File: src/hw/rtl/mmsc_pkg.sv
package mmsc_pkg;

  localparam int XLEN        = 32;
  localparam int RF_DEPTH    = 32;
  localparam int RF_AW       = 5;
  localparam int DATA_WORDS  = 1024;
  localparam int DM_AW       = 10;
  localparam int OUT_TDATA_W = 112;
  localparam int OUT_TUSER_W = 4;

  localparam logic [5:0] OP_ADDI  = 6'd49;
  localparam logic [5:0] OP_LW    = 6'd17;
  localparam logic [5:0] OP_SW    = 6'd18;
  localparam logic [5:0] OP_BEQ   = 6'd10;
  localparam logic [5:0] OP_JR    = 6'd37;
  localparam logic [5:0] OP_JAL   = 6'd8;
  localparam logic [5:0] OP_RTYPE = 6'd32;

  localparam logic [5:0] FN_ADD = 6'd32;
  localparam logic [5:0] FN_AND = 6'd36;
  localparam logic [5:0] FN_SUB = 6'd40;
  localparam logic [5:0] FN_SGT = 6'd48;

  localparam logic [RF_AW-1:0] LINK_REG = 5'd31;

  typedef struct packed {
    logic             en;
    logic [RF_AW-1:0] idx;
    logic [XLEN-1:0]  val;
  } fwd_t;

  typedef struct packed {
    logic [XLEN-1:0]  next_pc;
    logic             reg_written;
    logic [RF_AW-1:0] reg_index;
    logic [XLEN-1:0]  reg_value;
    logic             mem_written;
    logic [DM_AW-1:0] mem_address;
    logic [XLEN-1:0]  alu_value;
    logic             branch_taken;
    logic             bad_instruction;
  } result_t;

  typedef struct packed {
    result_t         res;
    logic            is_load;
    logic [XLEN-1:0] store_data;
  } exec_t;

endpackage

File: src/hw/rtl/mmsc_exec.sv
module mmsc_exec import mmsc_pkg::*; (
  input  logic [XLEN-1:0] instr,
  input  logic [XLEN-1:0] pc,
  input  logic [XLEN-1:0] rf_a,
  input  logic [XLEN-1:0] rf_b,
  input  fwd_t            fwd_near,
  input  fwd_t            fwd_far,
  output exec_t           ex
);

  logic [5:0]       op;
  logic [5:0]       fn;
  logic [RF_AW-1:0] rs;
  logic [RF_AW-1:0] rt;
  logic [RF_AW-1:0] rd;
  logic [XLEN-1:0]  imm;
  logic [XLEN-1:0]  a;
  logic [XLEN-1:0]  b;
  logic [XLEN-1:0]  pc1;
  logic [XLEN-1:0]  sum_imm;

  assign op  = instr[31:26];
  assign rs  = instr[25:21];
  assign rt  = instr[20:16];
  assign rd  = instr[15:11];
  assign fn  = instr[5:0];
  assign imm = {{16{instr[15]}}, instr[15:0]};

  // Results of the two instructions ahead are not yet in the register file read.
  always_comb begin
    if (fwd_near.en && fwd_near.idx == rs) begin
      a = fwd_near.val;
    end else if (fwd_far.en && fwd_far.idx == rs) begin
      a = fwd_far.val;
    end else begin
      a = rf_a;
    end
    if (fwd_near.en && fwd_near.idx == rt) begin
      b = fwd_near.val;
    end else if (fwd_far.en && fwd_far.idx == rt) begin
      b = fwd_far.val;
    end else begin
      b = rf_b;
    end
  end

  assign pc1     = pc + 32'd1;
  assign sum_imm = a + imm;

  always_comb begin
    ex                     = '0;
    ex.res.next_pc         = pc1;
    ex.store_data          = b;
    case (op)
      OP_ADDI: begin
        ex.res.alu_value   = sum_imm;
        ex.res.reg_written = 1'b1;
        ex.res.reg_index   = rt;
        ex.res.reg_value   = sum_imm;
      end
      OP_LW: begin
        ex.res.alu_value   = sum_imm;
        ex.res.mem_address = sum_imm[DM_AW-1:0];
        ex.res.reg_written = 1'b1;
        ex.res.reg_index   = rt;
        ex.is_load         = 1'b1;
      end
      OP_SW: begin
        ex.res.alu_value   = sum_imm;
        ex.res.mem_address = sum_imm[DM_AW-1:0];
        ex.res.mem_written = 1'b1;
      end
      OP_BEQ: begin
        ex.res.alu_value = a - b;
        if (a == b) begin
          ex.res.next_pc      = pc + imm;
          ex.res.branch_taken = 1'b1;
        end
      end
      OP_JR: begin
        ex.res.next_pc      = a;
        ex.res.branch_taken = 1'b1;
      end
      OP_JAL: begin
        ex.res.reg_written  = 1'b1;
        ex.res.reg_index    = LINK_REG;
        ex.res.reg_value    = pc1;
        ex.res.next_pc      = imm;
        ex.res.branch_taken = 1'b1;
      end
      OP_RTYPE: begin
        ex.res.reg_written = 1'b1;
        ex.res.reg_index   = rd;
        case (fn)
          FN_ADD: ex.res.alu_value = a + b;
          FN_AND: ex.res.alu_value = a & b;
          FN_SUB: ex.res.alu_value = a - b;
          FN_SGT: ex.res.alu_value = {31'd0, $signed(a) > $signed(b)};
          default: begin
            ex.res.bad_instruction = 1'b1;
            ex.res.reg_written     = 1'b0;
            ex.res.reg_index       = '0;
          end
        endcase
        ex.res.reg_value = ex.res.alu_value;
      end
      default: begin
        ex.res.bad_instruction = 1'b1;
      end
    endcase
  end

endmodule

File: config.mk
export PLATFORM = sky130hd
export DESIGN_NAME = mmsc_exec
export DESIGN_NICKNAME = d
export VERILOG_FILES = /design/src/hw/rtl/mmsc_pkg.sv /design/src/hw/rtl/mmsc_exec.sv
export SDC_FILE = /design/constraint.sdc
export NUM_CORES = 1
export LEC_CHECK = 0
export BUFFER_PORTS_ARGS = -buffer_cell sky130_fd_sc_hd__clkbuf_2
export CAP_MARGIN = 10
export CORE_MARGIN = 8
export CORE_UTILIZATION = 58
export DETAILED_ROUTE_END_ITERATION = 10
export GPL_TIMING_DRIVEN = 0
export PLACE_DENSITY_LB_ADDON = 0.15
export RECOVER_POWER = 25
export SLEW_MARGIN = 20
export SYNTH_ARGS = -nofsm -noshare
export SYNTH_HDL_FRONTEND = slang
export SYNTH_SLANG_ARGS = --single-unit
File: constraint.sdc
create_clock -name vclk -period 8.78
set_input_delay 0.439 -clock vclk [all_inputs]
set_output_delay 0.439 -clock vclk [all_outputs]
set_load 0.02 [all_outputs]
# After elaboration in Yosys (flattened, before gate mapping)
# Index checks and enable logic that the tools add are counted.
[classes] n_addsub=5 mux=18 n_eq_ne=16 order_cmp=1 bitwise_logic=1 reduce_logical=10
[ops] cell="one-hot mux 32 bit (3 select lines)" count=3
[ops] cell="2-to-1 mux 32 bit" count=5
[ops] cell="one-hot mux 32 bit (4 select lines)" count=1
[ops] cell="adder 32 bit" count=3
[ops] cell="== test 6 bit (second input constant)" count=7
[ops] cell="adder 32 x 1 -> 32 bit (second input constant)" count=1
[ops] cell="bitwise AND 32 bit" count=1
[ops] cell="== test 32 bit" count=1
[ops] cell="greater-than comparator 32 bit" count=1
[ops] cell="subtractor 32 bit" count=1
[ops] cell="== test 5 bit" count=4
[ops] cell="one-hot mux 6 bit (3 select lines)" count=1
[ops] cell="== test 6 x 4 -> 1 bit (second input constant)" count=2
[ops] cell="== test 6 x 5 -> 1 bit (second input constant)" count=2
[ops] cell="2-to-1 mux 10 bit" count=1
[ops] cell="2-to-1 mux 6 bit" count=1
[ops] cell="OR reduction 2 bit" count=3
[ops] cell="OR reduction 6 bit" count=1
[ops] cell="logical AND 1 bit" count=4
[ops] cell="2-to-1 mux 1 bit" count=4
[ops] cell="one-hot mux 1 bit (2 select lines)" count=2
[ops] cell="OR reduction 4 bit" count=1
[ops] cell="OR reduction 3 bit" count=1
[totals] out_inout_bits=148 regBits=0 word_cells=51

# Logic depth before layout (Yosys ltp)
[logic_depth] depth_word=7 depth_mapped=23

# Worst setup path after synthesis
# No wires, ideal clock.
[synth_timing] kind="input port to output port" from="input port instr[18]" to="output port ex[108] (netlist bit)" setup_slack_ns=3.078 arrival_time_ns=5.263 n_path_buf=2 stages=20 path_cell_list="xor2_1 -> nor4_1 -> and3_1 -> clkbuf_1 -> buf_1 -> mux2i_1 -> o21ai_0 -> ha_1 -> inv_1 -> fa_1 -> a211oi_1 -> o21bai_1 -> a21oi_1 -> nor2b_1 -> a21oi_1 -> o21a_1 -> a21oi_1 -> xor2_1 -> a222oi_1 -> o221ai_1"
[synth_rtl] element="start: declaration" line_no="mmsc_exec.sv:2" text="input logic [XLEN-1:0] instr,"
[synth_rtl] element="end: declaration" line_no="mmsc_exec.sv:8" text="output exec_t ex"

==> flow_summary.yaml <==
synth:
  yosys-mux-area-fraction: 0.06578
  syn-mean-instance-area_um2: 6.608
  synthesis.area_um2: 11280
  yosys.area_share.simple: 0.2298
  synth-adder-area-share: 0.1489
  ys_warn_count: 0
  mappedNetlistNets: 2042
  post_synth_inst_count: 1707
  synth_compound_area_frac: 0.3697
  synth_top_family_by_area: "compound AO/OA/AOI/OAI gates"
  synth-xor-area-share: 0.1219
  post_synth_num_cell_types: 86
  synth_sequential_area_ratio: 0
sta:
  setup_repair_after_global_routing_missed_its_margin: "no"
  drv_slew: 0
  final-setup-viol-count: 0
  hold_violations: 0
  achievable-frequency_mhz: 139.7
  fin_crit_ns: 7.160
  slew_headroom: 0.09014
  final.period_utilization: 0.8155
  setup-tns-final_ns: 0
  tightestPinTransition_ns: 1.352
finish:
  multi_input_comb_area_um2: 10580
  total_of_clock_buffers_placed_in_the_layout: 0
  post_route_cells_drive_above_1_share: 0.1811
  layout_commonest_cell: "sky130_fd_sc_hd__clkbuf_2"
  syn2layout_area_growth_pct: 18.42
  fin_util: 0.6932
  final_net_count: 2397
  sequential_cell_count: 0
  insertedDiodeCount: 0
  register_area_um2: 0
  nFillCells: 1745
  layout.cells.most_common_list: "320 x sky130_fd_sc_hd__clkbuf_2, 211 x sky130_fd_sc_hd__nand2_1, 135 x sky130_fd_sc_hd__a21oi_1, 127 x sky130_fd_sc_hd__o21ai_0, 127 x sky130_fd_sc_hd__ha_1"
global_routing:
  largest_net_degree_at_the_start_of_global_routing: 37
  grt_pass1_vias: 14990
  globalRoute.totalOverflow: 0
  global_route_wire_length_before_repair_mm: 79.58
  track_usage: 0.4089
  antenna_found_initial: 3
hold_path:
  hold-path-cell-count: 3
  hold_path_class: "in2out"
clock_network:
  post_cts.resized_instances: 0
  cts_setup_buffers: 0
  cts.hold.buffers_added: 0
critical_path:
  setup.worst_path.start_class: "input port"
  path_max_fanout: 10
  worst_ep_required_time_ns: 8.34
  setup.worst_path.end_class: "primary output"
  worst-endpoint-arrival_ns: 6.72
  setup.worst_path.class: "in2out"
routing:
  detail_route.iter0.violations: 1985
  vias_per_cell: 6.660
  dr_total_vias: 15480
  wire_per_inst_um: 22.71
  drt_wl_total_mm: 52.79
  firstDrtPassIters: 9
  route.detailed.drc: 0
  ant_nets: 0
power:
  power-per-cell-area_nw_per_um2: 74.07
  vdd_drop_max_mv: 0.04903
  p_leak_nw: 5.819
placement:
  place.detailed.hpwl_mm: 44.54
  routabilityCongestion: 1.038
  port_buffers: 351
floorplanning:
  die-area_um2: 24170
  die_w_um: 155.5
  std_cell_rows: 51
  io_pins: 352
  core_um2: 19270
  height_of_the_chip_um: 155.5
  initial_utilization: 0.5853
flow_run:
  max_cap_viol_count: 0
run_status:
  status: "finished clean"
[kinds of logic (layout without fill, tap and decap cells)]
logic type,Yosys count,count (layout)
buffers and inverters,180,533
AO/OA/AOI/OAI,613,613
AND/OR/NAND/NOR,551,551
multiplexers,74,74
adder cells (fa/ha/maj),132,132
XOR/XNOR,157,157
[per-stage QoR]
stage	hold WS [ns]	power, mW	setup slack [ns]	cells	cell area [um^2]
final	1.334	0.9894	1.620	2325	13360
after global routing	1.339	1.062	1.326	2325	13360
after CTS	1.299	0.9596	1.849	2325	13390
after detailed placement	1.297	0.9532	1.881	2325	13390
after global placement	1.283	0.9413	1.867	2323	13370
after floorplan	0.9633	0.6693	3.078	1707	11280
[final cells by class]
type | instances | area share
inverter | 87 | 0.02445
multi-input combinational | 1527 | 0.7919
buffer | 93 | 0.02951
tap | 265 | 0.02482
timing repair buffer | 353 | 0.1294
[worst max-delay path, stage by stage]
cell and delay, ns:
sky130_fd_sc_hd__clkbuf_1 0.26, sky130_fd_sc_hd__xor2_1 0.11, sky130_fd_sc_hd__nor4_1 0.31, sky130_fd_sc_hd__and3_1 0.21, sky130_fd_sc_hd__clkbuf_1 0.51, sky130_fd_sc_hd__clkbuf_1 0.74
sky130_fd_sc_hd__mux2i_1 0.19, sky130_fd_sc_hd__o21ai_0 0.37, sky130_fd_sc_hd__ha_1 0.24, sky130_fd_sc_hd__inv_1 0.06, sky130_fd_sc_hd__fa_1 0.48, sky130_fd_sc_hd__a211oi_1 0.38
sky130_fd_sc_hd__o21bai_1 0.13, sky130_fd_sc_hd__a21oi_1 0.25, sky130_fd_sc_hd__nor2b_1 0.14, sky130_fd_sc_hd__a21oi_1 0.48, sky130_fd_sc_hd__o21a_1 0.26, sky130_fd_sc_hd__a21oi_1 0.11
sky130_fd_sc_hd__xor2_1 0.17, sky130_fd_sc_hd__a222oi_1 0.41, sky130_fd_sc_hd__o221ai_1 0.21, sky130_fd_sc_hd__clkbuf_2 0.23
[Yosys cell counts (all sizes together), types with 25 or more instances]
cell / number / area, um^2
nand2: 211 / 792.0
o21ai: 142 / 718.2
a21oi: 135 / 675.7
ha: 127 / 1589
nor2: 114 / 427.9
xnor2: 90 / 788.3
inv: 85 / 319.1
mux2i: 73 / 730.7
xor2: 67 / 586.8
clkbuf: 64 / 240.2
nand3: 47 / 235.2
a21o: 42 / 315.3
o21a: 40 / 300.3
nor3: 35 / 175.2
o211ai: 33 / 247.7
o221ai: 33 / 295.3
a22oi: 32 / 240.2
buf: 29 / 153.9
nand2b: 25 / 156.4
[per-layer routing]
| metal | vias to the layer above | GRT usage | routed length, um |
|---|---|---|---|
| met5 | - | 0 | 42 |
| met2 | 1156 | 0.6793 | 23540 |
| met3 | 252 | 0.09071 | 6577 |
| met1 | 7015 | 0.4774 | 19080 |
| met4 | 6 | 0.2343 | 3557 |
| li1 | 7055 | - | - |
[path summary, 6_finish.rpt]
kind,start,endpoint
worst min-delay path,instr[31],ex[32]
worst max-delay path,instr[18],ex[65]
[power by group]
group          leakage [nW]  switching (mW)  total, mW  internal, mW
logic                  5.82           0.625      0.989         0.364
registers                 0               0          0             0
clock network             0               0          0             0
total                  5.82           0.625      0.989         0.364
Note: power is estimated with default switching activity, not from simulation.
